`config.mk`:
```
export PLATFORM = sky130hd
export DESIGN_NAME = usm_div
export DESIGN_NICKNAME = d
export VERILOG_FILES = /design/src/design/assert_macros.svh /design/src/design/usm_pkg.sv /design/src/design/usm_div.sv
export SDC_FILE = /design/constraint.sdc
export NUM_CORES = 1
export LEC_CHECK = 0
export ABC_AREA = 1
export BUFFER_PORTS_ARGS = -buffer_cell sky130_fd_sc_hd__buf_4
export CAP_MARGIN = 30
export CORE_ASPECT_RATIO = 0.7
export CORE_UTILIZATION = 42
export CTS_BUF_LIST = sky130_fd_sc_hd__clkbuf_4 sky130_fd_sc_hd__clkbuf_8 sky130_fd_sc_hd__clkbuf_16
export DETAILED_ROUTE_END_ITERATION = 10
export PLACE_DENSITY = 0.61
export SLEW_MARGIN = 20
export SYNTH_ARGS = -nofsm -noshare
export SYNTH_HDL_FRONTEND = slang
export SYNTH_SLANG_ARGS = --single-unit
```
`constraint.sdc`:
```
create_clock -name clk -period 4.4 [get_ports clk]
set_input_delay 0.88 -clock clk [delete_from_list [all_inputs] [get_ports clk]]
set_output_delay 0.88 -clock clk [all_outputs]
set_load 0.005 [all_outputs]
```
`src/design/assert_macros.svh`:
```
// Assertion helpers; clk and rst_n must be visible at the point of use.
`ifndef ASSERT_MACROS_SVH
`define ASSERT_MACROS_SVH

`define USM_ASSERT(lbl, prop, msg) \
  lbl: assert property (@(posedge clk) disable iff (!rst_n) prop) else $error(msg);

`define USM_ASSERT_NEXT(lbl, pre, post, msg) \
  `USM_ASSERT(lbl, (pre) |=> (post), msg)

`endif

```
`src/design/usm_pkg.sv`:
```
package usm_pkg;

  localparam int unsigned ANGLE_BITS = 16;
  localparam int unsigned TEX_BITS   = 16;
  localparam int unsigned DIV_SH     = (ANGLE_BITS > TEX_BITS) ? ANGLE_BITS : TEX_BITS;
  localparam int unsigned DIV_NW     = DIV_SH + 9;
  localparam int unsigned DIV_DW     = 9;
  localparam int unsigned SIN_LAT    = 16;
  localparam int unsigned HRN_N      = 6;
  localparam int unsigned OUT_BITS   = 178;
  localparam int unsigned OUT_W      = ((OUT_BITS + 7) / 8) * 8;

  localparam logic [30:0] ONE_Q30     = 31'h4000_0000;
  localparam logic [30:0] HALF_PI_Q30 = 31'd1686629713;

  // Horner divisors k = 2^e * odd; floor(p/odd) by reciprocal m = ceil(2^s/odd)
  localparam int unsigned HRN_E [HRN_N] = '{2, 1, 3, 1, 2, 1};
  localparam int unsigned HRN_S [HRN_N] = '{37, 37, 35, 36, 34, 33};
  localparam logic [31:0] HRN_M [HRN_N] = '{
    32'(((64'd1 << 37) + 64'd38) / 64'd39),
    32'(((64'd1 << 37) + 64'd54) / 64'd55),
    32'(((64'd1 << 35) + 64'd8) / 64'd9),
    32'(((64'd1 << 36) + 64'd20) / 64'd21),
    32'(((64'd1 << 34) + 64'd4) / 64'd5),
    32'(((64'd1 << 33) + 64'd2) / 64'd3)
  };

  typedef logic signed [31:0] q30_t;

  typedef enum logic [1:0] {
    REG_RADIUS  = 2'd0,
    REG_COLUMNS = 2'd1,
    REG_ROWS    = 2'd2
  } reg_idx_t;

  typedef enum logic {
    OP_VERTEX = 1'b0,
    OP_CELL   = 1'b1
  } op_t;

  typedef struct packed {
    logic        vld;
    op_t         op;
    logic [1:0]  n;
    logic        tri_abd;
    logic [15:0] idx_b;
    logic [15:0] idx_c;
    logic [16:0] tex_u;
    logic [16:0] tex_v;
  } sb_t;

  // round v / 2^sh to nearest, halves away from zero
  function automatic logic signed [63:0] rnd_shift(input logic signed [63:0] v,
                                                   input int unsigned sh);
    logic [63:0] mag;
    logic [63:0] half;
    logic [63:0] r;
    mag  = v[63] ? 64'(-v) : 64'(v);
    half = 64'd1 << (sh - 1);
    r    = (mag + half) >> sh;
    return v[63] ? -signed'(r) : signed'(r);
  endfunction

endpackage

```
`src/design/usm_div.sv`:
```
module usm_div
  import usm_pkg::*;
(
  input  logic              clk,
  input  logic              en,
  input  logic [DIV_NW-1:0] num,
  input  logic [DIV_DW-1:0] den,
  output logic [DIV_NW-1:0] quot
);

  logic [DIV_DW-1:0] rem_r   [0:DIV_NW-1];
  logic [DIV_NW-1:0] n_r     [0:DIV_NW-1];
  logic [DIV_DW-1:0] rem_nxt [0:DIV_NW-1];
  logic [DIV_NW-1:0] n_nxt   [0:DIV_NW-1];

  // restoring division, one quotient bit per stage
  always_comb begin
    logic [DIV_DW-1:0] rin;
    logic [DIV_NW-1:0] nin;
    logic [DIV_DW:0]   trial;
    for (int k = 0; k < DIV_NW; k++) begin
      rin   = (k == 0) ? '0 : rem_r[(k == 0) ? 0 : k - 1];
      nin   = (k == 0) ? num : n_r[(k == 0) ? 0 : k - 1];
      trial = {rin, nin[DIV_NW-1]};
      if (trial >= {1'b0, den}) begin
        rem_nxt[k] = DIV_DW'(trial - {1'b0, den});
        n_nxt[k]   = {nin[DIV_NW-2:0], 1'b1};
      end else begin
        rem_nxt[k] = trial[DIV_DW-1:0];
        n_nxt[k]   = {nin[DIV_NW-2:0], 1'b0};
      end
    end
  end

  always_ff @(posedge clk) begin
    if (en) begin
      for (int k = 0; k < DIV_NW; k++) begin
        rem_r[k] <= rem_nxt[k];
        n_r[k]   <= n_nxt[k];
      end
    end
  end

  assign quot = n_r[DIV_NW-1];

endmodule

```
==> metrics list, run 1 <==
* Status: finished, final reports clean
- During synthesis, Yosys emitted a total of 0 warnings.
* Post-DR vias/cell: 4.82
* Number of distinct standard cells referenced by the synthesized netlist: 32
* Post-route fraction of the period consumed by the critical path: 0.600
* Number of buffers inserted during clock tree synthesis: 85
- Once the clock tree was built, the resizer swapped 0 gates to a different size.
- Cell with the largest stage delay on the worst path: sky130_fd_sc_hd__buf_4
* Die Span X: 375 um
- Summed over all failing endpoints, the final setup total negative slack is 0 ns.
* Most used cells in the layout excluding fill and tap cells: sky130_fd_sc_hd__nand2_1 (1,058), sky130_fd_sc_hd__edfxtp_1 (841), sky130_fd_sc_hd__inv_1 (467), sky130_fd_sc_hd__nand3_1 (366), sky130_fd_sc_hd__ha_1 (218)
- Number of remaining DRC errors: 0
- Area taken by flip-flops and latches: 25,300 um^2
* Overall Global Routing Usage: 0.154
- After detailed routing, the average wire length per cell comes to 14.7 um.
* Clock network fraction of design power: 0.246
- Upper clock frequency limit: 379 MHz
* Design internal power: 18.7 mW
* Peak ir drop on the vdd network: 0.333 mV
- Endpoint class of the critical path: flop
- In this run the vertical extent of the chip is 263 um.
- TritonCTS built the clock tree.
* Pwr per Cell Area: 636 nW/um^2
- The number of nets in the synthesized netlist is 3,911.
- Largest net degree at the start of global routing: 126
* Synth Area per Inst: 11.2 um^2
- In this run the core area contains 95 standard-cell rows.
* Number of primary I/O pins: 61
- Seq/Total Area, Yosys: 0.618
- Sequential share of power: 0.400
* Leading cell type in the layout, fill and taps excluded: sky130_fd_sc_hd__nand2_1
* Number of vias in the routed layout: 24,644
- For this run, the slowest stage of the critical path takes 0.47 ns.
- Post-route clock skew: 0.0241 ns
* Post-synthesis instance area: 40,900 um^2
* Endpoint required time on the critical path: 4.81 ns
- Share of final-layout standard cells stronger than drive strength 1: 0.162
* Max Cap Viol: 0
- The congestion estimate from routability-driven global placement came to 0.893.
- The number of global-route vias before repair is 22,847.
- Effective utilization at floorplan: 0.425
- Of the total power, combinational logic draws 0.355.
- OpenSTA, run right after detailed placement, puts the worst setup slack at 1.11 ns.
* Min Clock Period, post-route: 2.64 ns
- Transition at the pin with the smallest max-transition slack: 0.724 ns
- Counting the fill cells in the layout gives 8,556.
- The count of buffers added on input and output ports is 60.
- The wire-length estimate of the detail-placed layout is 50.0 mm.
- Startpoint Class: primary input
* Post-route antenna net violation count: 0
- Total area of multi-input combinational cells: 13,500 um^2
- Arrival time of the worst setup path: 3.05 ns
* RSZ-0062 raised after global routing: no
* Hold WC Path Type: in -> reg
* Number of search-and-repair iterations in the first detailed-routing pass: 5
* Clk slew on worst S/H paths: 0.06 ns
- Including well taps, the total number of placed cells is 4,963.
- Power comes to 29.2 mW.
* Hold Worst Slack: 0.377 ns
- Post-layout instance count excluding filler cells: 5,117
- The initial antenna violation count was 0.
- Clock root buffer: sky130_fd_sc_hd__clkbuf_16
- Most common cell on crit path: sky130_fd_sc_hd__nand2_2
* Final setup violating endpoints: 0
- After the last flow step, the layout net total stands at 4,066.
- Traced cell by cell, the critical path runs through buf_4 -> ha_1 -> inv_1 -> fa_1 -> nand3_1 -> nand3_2 -> nand2_2 -> nand2_2 -> nand2_2 -> nand2_4 -> nand2_1 -> nand2_1.
- The first global-routing pass estimated 122 mm of wire.
- Net Sw Frac: 0.360
- The longest clock path from root to sink contains 3 buffers.
- Fin worst setup slack: 1.76 ns
- Relative slew margins: 0.517
- Clock tree synthesis found a total of 841 sinks.
* Area growth syn-to-layout: 12.3%
* Placeable core region: 96,200 um^2
* Latest clock arrival within the worst-skew pair: 0.67 ns
* Hold Fails Final Rpt: 0
* Category of the critical setup timing path: in -> reg
- Buffers added to address setup during post-CTS repair amount to 0.
- Number of DRC markers after the initial detailed-route iteration: 1,748
- In this run the static leakage power is 20.1 nW.
- Highest fanout seen on the critical path: 25
- The final layout contains routed wiring with a total length of 75.0 mm.
- Depth of the CTS H-tree: 3
- CTS hold repair buffers: 0
- Register bit count reported by yosys: 841
- Leftover overflow at the end of global routing: 0
- Number of instances in the synthesized netlist: 3,634
* Final Max Tran Viols: 0
- The die covers 98,600 um^2.
- Switching pwr: 10.5 mW
-- cells in the mapped netlist (all sizes together) --
cell type / instances / share of area
a21oi: 66 / 0.011
fa: 23 / 0.011
nand2: 1295 / 0.14
clkbuf: 1 / 0.000092
nor3: 31 / 0.0065
nand3b: 13 / 0.0032
or2: 1 / 0.00015
nand4: 28 / 0.0046
o21ai: 2 / 0.00024
xor2: 69 / 0.015
a31oi: 1 / 0.00015
ha: 218 / 0.067
edfxtp: 841 / 0.62
inv: 508 / 0.047
o211ai: 1 / 0.00018
buf: 25 / 0.0046
nor2: 124 / 0.021
nand3: 387 / 0.050
-- state kept, by name, indices dropped and copies added (netlist names) --
name and count:
n_r 625, rem_r 216
-- cell type report --
type | instances | area share
multi-input cells | 2259 | 0.295
repair buffers | 94 | 0.0193
flip-flops and latches | 841 | 0.550
well taps | 1261 | 0.0344
diodes | 1 | 0.0000545
inverters | 508 | 0.0415
clock inverters | 51 | 0.0110
clock buffers | 102 | 0.0491
-- critical path, delay by kind of cell --
family | cells | cell delay [ns]
fa+ha+maj | 2 | 0.65
simple gates | 8 | 0.90
buf+inv | 2 | 0.54
-- power by group through the flow --
stage               Combinational (mW)  Clock [mW]  Sequential, mW
floorplan                         8.26           0            11.4
global placement                  10.1           0            11.8
detailed placement                10.2           0            11.8
CTS                               10.3        7.47            11.7
global route                      11.8        7.74            11.8
finish                            10.4        7.18            11.7
-- routing by layer --
layer  vias up  share of wire  global-route usage
li1      12505              -                   -
met1     11487           0.53               0.247
met2       539           0.39               0.209
met3       113          0.057              0.0310
met4         0          0.021              0.0423
met5         -              0                   0
-- cells by family after synthesis --
kind of cell / after synthesis / share of synthesized area
and+or+nand+nor: 1879 / 0.227
DFF: 841 / 0.618
buffers and inverters: 534 / 0.0513
adders and majority gates: 241 / 0.0780
AOI/OAI and AO/OA: 70 / 0.0112
xor gates and xnor gates: 69 / 0.0148
-- per-stage QoR --
stage,util,instance area [um^2]
CTS,0.477,45900
finish,0.477,45900
floorplan,-,40900
detailed placement,0.449,43200
global placement,0.449,43200
global route,0.477,45900
-- path summary, 6_finish.rpt --
| check | from | to | slack (ns) | cells past startpoint |
|---|---|---|---|---|
| setup / recovery | den[0] | rem_r[2][28] | 1.76 | 12 |
| setup reg to reg | n_r[1][74] | rem_r[2][28] | 2.01 | 12 |
| hold reg to reg | n_r[1][11] | n_r[1][37] | 0.41 | 0 |
| hold / removal | num[23] | n_r[0][24] | 0.38 | 1 |
Power figures use the tool's default switching activity.
==> run 2: changes to the inputs <==
==> constraint.sdc (replaced) <==
create_clock -name clk -period 2.6 [get_ports clk]
set_input_delay 0.52 -clock clk [delete_from_list [all_inputs] [get_ports clk]]
set_output_delay 0.52 -clock clk [all_outputs]
set_load 0.005 [all_outputs]
==> run 2 against run 1 <==
Net effect:
- via count increased by 0.90%
- register-to-register slack got worse by 1.5 ns
- critical endpoint is now rem_r[2][34]
- combinational power increased by 76%
==> metrics list, run 2 (synthesized netlist as in run 1, its figures left out) <==
- Cell with the largest stage delay on the worst path: sky130_fd_sc_hd__edfxtp_1
- For the final database, setup skew stands at 0.0322 ns.
- The max-slew violation count was 0.
- In this run the critical register-to-register path is launched from n_r[1][74].
- Placeable core region: 96,200 um^2
* Final setup violating endpoints: 0
- Clock root buffer: sky130_fd_sc_hd__clkbuf_16
* Instance count on the critical path: 12
- Routed met1 length: 40.8 mm
* Post-route antenna net violation count: 0
- Upper clock frequency limit: 475 MHz
- Number of search-and-repair iterations in the first detailed-routing pass: 7
* Number of vias in the routed layout: 24,865
- In this run the worst path has a maximum fanout of 10.
- After detailed routing, no signal wire sits above met4.
- Final hold analysis gives a worst-case slack of 0.142 ns.
* Endpoint required time on the critical path: 3.01 ns
- Status: finished, final reports clean
- Leftover overflow at the end of global routing: 0
- STA classifies the critical path startpoint as a flop.
- Via count of the first global-routing pass: 23,555
* Number of antenna repair diodes: 0
* Max Cap Viol: 0
- Die height: 263 um
- Critical path buffer and inverter count: 2
- Summed over all nets, wire length on met3 after detailed routing comes to 3.58 mm.
- Crit-path max cell delay: 0.48 ns
- Transition at the pin with the smallest max-transition slack: 0.559 ns
- Clock network fraction of design power: 0.242
- In this run the horizontal extent of the chip is 375 um.
* Largest reg by FF count: n_r
* Latest clock arrival within the worst-skew pair: 0.68 ns
- Using the TritonRoute via totals, the vias-per-cell ratio works out to 4.73.
- Number of instances resized during post-cts repair: 0
* Leading cell type in the layout, fill and taps excluded: sky130_fd_sc_hd__nand2_1
- Data on the critical path arrives at its endpoint at 2.52 ns.
- Across the whole layout, storage elements account for 25,300 um^2.
- Summed over all failing endpoints, the final setup total negative slack is 0 ns.
- TritonCTS clock tree: built
- Routed wire length: 76.1 mm
- Fill cell instance count of the final layout: 8,477
* Largest net degree at the start of global routing: 101
- The floorplan step defined a die boundary enclosing 98,600 um^2.
- Setup slack of the worst register-to-register path: 0.49 ns
* Detail-routed net length per standard cell: 14.5 um
- Reg-to-reg critical path endpoint: rem_r[2][34]
- Traced cell by cell, the critical path runs through inv_1 -> ha_1 -> inv_1 -> fa_2 -> nand3_2 -> nand3_2 -> nand2_2 -> nand2_2 -> nand2_4 -> nand2_4 -> nand2_1 -> nand2_1.
- Wire length of the first global-routing pass: 124 mm
* Number of DRC markers after the initial detailed-route iteration: 1,704
- Net Sw Frac: 0.361
- For this run, the post-layout net count is 4,210.
- Clk slew on worst S/H paths: 0.06 ns
* Num Clock Sinks: 841
* Number of primary I/O pins: 61
- After detailed routing, the number of remaining DRC violations is 0.
* Sequential share of power: 0.394
* Number of buffers inserted during clock tree synthesis: 84
- Depth of the CTS H-tree: 3
* Relative slew margins: 0.627
* Combinational group share of total power: 0.364
- The count of final hold-check violations came to 0.
* Largest registers: n_r: 625 flops, rem_r: 216 flops
* Most used cells in the layout excluding fill and tap cells: sky130_fd_sc_hd__nand2_1 (1,052), sky130_fd_sc_hd__edfxtp_1 (841), sky130_fd_sc_hd__inv_1 (469), sky130_fd_sc_hd__nand3_1 (338), sky130_fd_sc_hd__ha_1 (218)
- For this run, the total global-route usage over all layers was measured as 0.157.
- Min Clock Period, post-route: 2.11 ns
- Hold WC Path Type: in -> reg
* Routability congestion estimate: 0.865
* Placed wire-length estimate after detailed placement: 52.3 mm
- Overall power consumption: 50.2 mW
* Endpoint of the worst setup timing path: rem_r[2][34]
- The initial antenna violation count came to 0.
- The analysis attributes to cell leakage a power of 20.9 nW.
* Number of setup buffers added after CTS: 0
- Of the available clock period, the critical path in the final layout requires 0.810.
- Number of flip-flops under the largest register name: 625
* Design internal power: 32.1 mW
- In this run the power spent charging and discharging nets is 18.2 mW.
* Gate family responsible for the most delay along the worst path: simple AND/OR/NAND/NOR gates
- The critical path is of the reg -> reg type.
- Wire length on met2: 30.4 mm
- Cell depth of the worst min-delay path: 3
- Peak ir drop on the vdd network: 0.545 mV
- After floorplanning, the core was divided into 95 placement rows.
- In this run the power density over the cells is 1060 nW/um^2.
* Share of final-layout standard cells stronger than drive strength 1: 0.198
- Effective utilization at floorplan: 0.425
- The multi-input combinational cells in the finished layout cover a total of 13,800 um^2.
- The worst setup path is captured at a flop.
- Area growth syn-to-layout: 16.1%
* RSZ-0062 raised after global routing: no
- Maximum clock path buffer count: 3
- Crit path from: n_r[1][74]
* Count of buffers from port buffering: 60
* Number of cells traversed by the worst register-to-register path: 12
run 2: cell types whose count changed in the layout (fill, tap and decap cells not counted), moves of 8 or more:
cell | before | now
sky130_fd_sc_hd__nand2_4 | 31 | 39
sky130_fd_sc_hd__clkbuf_4 | 17 | 8
sky130_fd_sc_hd__fa_2 | 0 | 23
sky130_fd_sc_hd__nand3_2 | 21 | 49
sky130_fd_sc_hd__clkinv_1 | 15 | 24
sky130_fd_sc_hd__buf_12 | 14 | 24
sky130_fd_sc_hd__buf_4 | 79 | 190
sky130_fd_sc_hd__fa_1 | 23 | 0
sky130_fd_sc_hd__nand3_1 | 366 | 338
sky130_fd_sc_hd__dlygate4sd3_1 | 0 | 24
run 2: worst min-delay path by stage:
stage	start	end	slack (ns)
2_1_floorplan	n_r[0][75]	n_r[0][101]	0.40
3_3_place_gp	n_r[1][45]	n_r[1][71]	0.40
3_5_place_dp	n_r[0][83]	n_r[0][109]	0.40
4_1_cts	num[24]	rem_r[0][0]	0.08
5_1_grt	num[24]	rem_r[0][0]	0.11
6_report	num[24]	rem_r[0][0]	0.14
run 2: layer usage:
metal / global-route usage / up-vias
li1: - / 12785
met1: 0.249 / 11568
met2: 0.217 / 410
met3: 0.0325 / 102
met4: 0.0367 / 0
met5: 0 / -
run 2: repair_timing:
item,in CTS,in global routing
setup endpoints to repair,0,0
endpoints found under the hold margin,24,0
hold buffers,24,0
run 2: worst min-delay path, cell delays in order:
cell and delay [ns]:
sky130_fd_sc_hd__buf_4 0.08, sky130_fd_sc_hd__nand2_1 0.04, sky130_fd_sc_hd__o21ai_1 0.06
run 2: layout make-up:
type / count / area share
clock buffers: 92 / 0.0456
clock inverters: 62 / 0.0128
well taps: 1261 / 0.0332
repair buffers: 239 / 0.0456
flip-flops and latches: 841 / 0.532
inverters: 508 / 0.0403
multi-input cells: 2259 / 0.290
run 2: metrics by stage:
step	util	setup WS [ns]	instance area [um^2]	cells
floorplan	-	-0.154	41100	3634
global placement	0.462	0.0245	44400	5084
detailed placement	0.462	0.0173	44400	5084
CTS	0.493	0.500	47500	5262
global route	0.493	0.377	47500	5262
finish	0.493	0.494	47500	5262
run 2: power by group through the flow:
| stage | sequential [mW] | combinational [mW] | clock, mW |
|---|---|---|---|
| after floorplan | 19.3 | 14.1 | 0 |
| final | 19.8 | 18.3 | 12.2 |
| after global placement | 20.1 | 17.8 | 0 |
| after detailed placement | 20.0 | 18.1 | 0 |
| after CTS | 19.8 | 18.3 | 12.6 |
| after global routing | 20.0 | 20.8 | 13.1 |
==> run 3: changes to the inputs <==
==> constraint.sdc (replaced) <==
create_clock -name clk -period 2.21 [get_ports clk]
set_input_delay 0.442 -clock clk [delete_from_list [all_inputs] [get_ports clk]]
set_output_delay 0.442 -clock clk [all_outputs]
set_load 0.005 [all_outputs]
==> run 3 against run 2 <==
Net effect:
- clock skew decreased by 0.014 ns
- combinational power increased by 33%
- maximum frequency increased by 0.36%
- core utilization increased by 2.4 points
- power increased by 24%
- sequential power increased by 18%
- count of clock-buffer cells in the layout increased by 7
- register-to-register slack got worse by 0.38 ns
- critical path depth unchanged
- non-clock buffer count increased by 267
- worst hold slack got worse by 0.048 ns
- global-route usage increased by 0.74 points
- critical path type unchanged
- critical endpoint is now rem_r[1][40]
==> metrics list, run 3 (synthesized netlist as in run 1, its figures left out) <==
- Endpoint class of the critical path: flop
- Overall Global Routing Usage: 0.164
- VDD sags by at most 0.646 mV.
* Largest net degree at the start of global routing: 79
- The repair_antennas step left the layout with diodes totalling 0.
* Number of search-and-repair iterations in the first detailed-routing pass: 6
- Leftover overflow at the end of global routing: 0
- Wire length of the first global-routing pass: 129 mm
- TritonCTS created 85 clock buffers.
- Leakage power summed over all cells: 22.3 nW
* Final setup violating endpoints: 0
* Placeable core region: 96,200 um^2
- The register with the most flip-flops in the layout has 625 of them.
- Upper clock frequency limit: 477 MHz
- The worst setup path is of the reg -> reg kind.
- The tree is rooted in a sky130_fd_sc_hd__clkbuf_16.
- The detailed router finished its first iteration with 1,703 violations.
- Post-DR vias/cell: 4.68
- The clock reaches the later pin of the worst-skew pair after 0.67 ns.
- STA puts the critical path data required time at 2.73 ns.
- Across the run, the number of max-cap violations was 0.
- In the final layout, the share of cells above drive strength 1 is 0.253.
- Post-route antenna net violation count: 0
- The max-slew violation count was 0.
* Min Clock Period, post-route: 2.10 ns
- Die height: 263 um
* Routability congestion estimate: 0.874
- The initial utilization of the core area, before any placement, comes to 0.425.
* Largest registers: n_r: 625 flops, rem_r: 216 flops
- Die footprint: 98,600 um^2
- At the pin with the least slew margin, the transition time is 0.473 ns.
* Leading cell type in the layout, fill and taps excluded: sky130_fd_sc_hd__nand2_1
- Relative slew margins: 0.685
* Pwr per Cell Area: 1250 nW/um^2
- Detail-routed net length per standard cell: 14.4 um
* Post-route fraction of the period consumed by the critical path: 0.950
- Number of rows created at floorplan: 95
* Placed wire-length estimate after detailed placement: 56.9 mm
- Startpoint Class: flop
- Input and output buffers added on the ports amount to 60.
- The flow ran to the end, and the final reports show no timing, DRC or antenna violations.
- After clock tree synthesis, the clock-pin slew on the worst setup and hold paths is 0.06 ns.
- The area growth from synthesis to layout is 21.8%.
* Post-route clock skew: 0.0177 ns
- Via count of the first global-routing pass: 24,519
* RSZ-0062 raised after global routing: no
- The H-tree was split into 3 levels.
- The die is 375 um wide.
- The completed layout was analyzed and its total power is 62.5 mW.
- Largest reg by FF count: n_r
- The clock drives 841 sinks.
- The initial antenna violation count was 0.
- After the last flow step, the layout net total stands at 4,478.
- The count of final hold-check violations came to 0.
- Hold WC Path Type: in -> reg
- Most used cells in the layout excluding fill and tap cells: sky130_fd_sc_hd__nand2_1 (1,050), sky130_fd_sc_hd__edfxtp_1 (841), sky130_fd_sc_hd__inv_1 (468), sky130_fd_sc_hd__buf_4 (443), sky130_fd_sc_hd__nand3_1 (335)
* Maximum clock path buffer count: 3
- Along the worst path, the maximum fanout reaches 9.
* Number of remaining DRC errors: 0
- Number of primary I/O pins: 61
* Number of vias in the routed layout: 25,904
- At the worst endpoint, the arrival time is 2.62 ns.
- TritonCTS built the clock tree.
- Routed wire length: 79.8 mm
- Utilization of the core after routing: 0.518
## run 3: final timing paths
kind	depth (start not counted)	startpoint	endpoint	slack, ns
setup / recovery	12	n_r[0][299]	rem_r[1][40]	0.11
hold / removal	3	num[24]	rem_r[0][0]	0.09
setup reg to reg	12	n_r[0][299]	rem_r[1][40]	0.11
hold reg to reg	0	n_r[1][136]	n_r[1][162]	0.40
## run 3: what timing repair did
item                                   CTS  global route
endpoints found under the hold margin   24             0
setup endpoints to repair                0             8
setup buffers                            0             1
gates resized for setup                  0             2
hold buffers                            24             0
## run 3: cell type report
class                   count  area (um^2)
fillers                  8353        46400
flip-flops and latches    841        25300
multi-input cells        2259        13800
repair buffers            506         4340
clock buffers              99         2230
inverters                 508         1910
well taps                1261         1580
clock inverters            57          668
## run 3: metrics by stage
stage               setup slack [ns]  TNS (ns)  hold slack, ns  area [um^2]  cells
floorplan                     -0.466    -97.72           0.400        41200   3634
global placement              -0.178    -21.66           0.400        46600   5350
detailed placement            -0.205    -27.84           0.405        46600   5350
CTS                            0.113         0          0.0325        49800   5530
global route                  0.0212         0          0.0827        49800   5531
finish                         0.111         0          0.0940        49800   5531
## run 3: report_power, final
group	internal, mW	switching (mW)
Clock	8.65	6.30
Combinational	10.3	14.0
Sequential	21.6	1.72
Total	40.5	22.0
## run 3: worst max-delay path, stage by stage, from the launching register on
cell	delay [ns]
sky130_fd_sc_hd__edfxtp_1	0.41
sky130_fd_sc_hd__inv_1	0.08
sky130_fd_sc_hd__ha_1	0.14
sky130_fd_sc_hd__inv_1	0.08
sky130_fd_sc_hd__fa_2	0.41
sky130_fd_sc_hd__nand3_2	0.07
sky130_fd_sc_hd__nand3_2	0.12
sky130_fd_sc_hd__nand2_2	0.10
sky130_fd_sc_hd__nand2_2	0.07
sky130_fd_sc_hd__nand2_4	0.09
sky130_fd_sc_hd__buf_4	0.18
sky130_fd_sc_hd__nand3_1	0.10
sky130_fd_sc_hd__nand2_1	0.10
## run 3: metal layers
layer / up-vias / wire length, um / part of all wire / track usage
li1: 13336 / - / - / -
met1: 11939 / 42400 / 0.53 / 0.264
met2: 509 / 31300 / 0.39 / 0.222
met3: 120 / 4490 / 0.056 / 0.0316
met4: 0 / 1600 / 0.020 / 0.0429
met5: - / 0 / 0 / 0
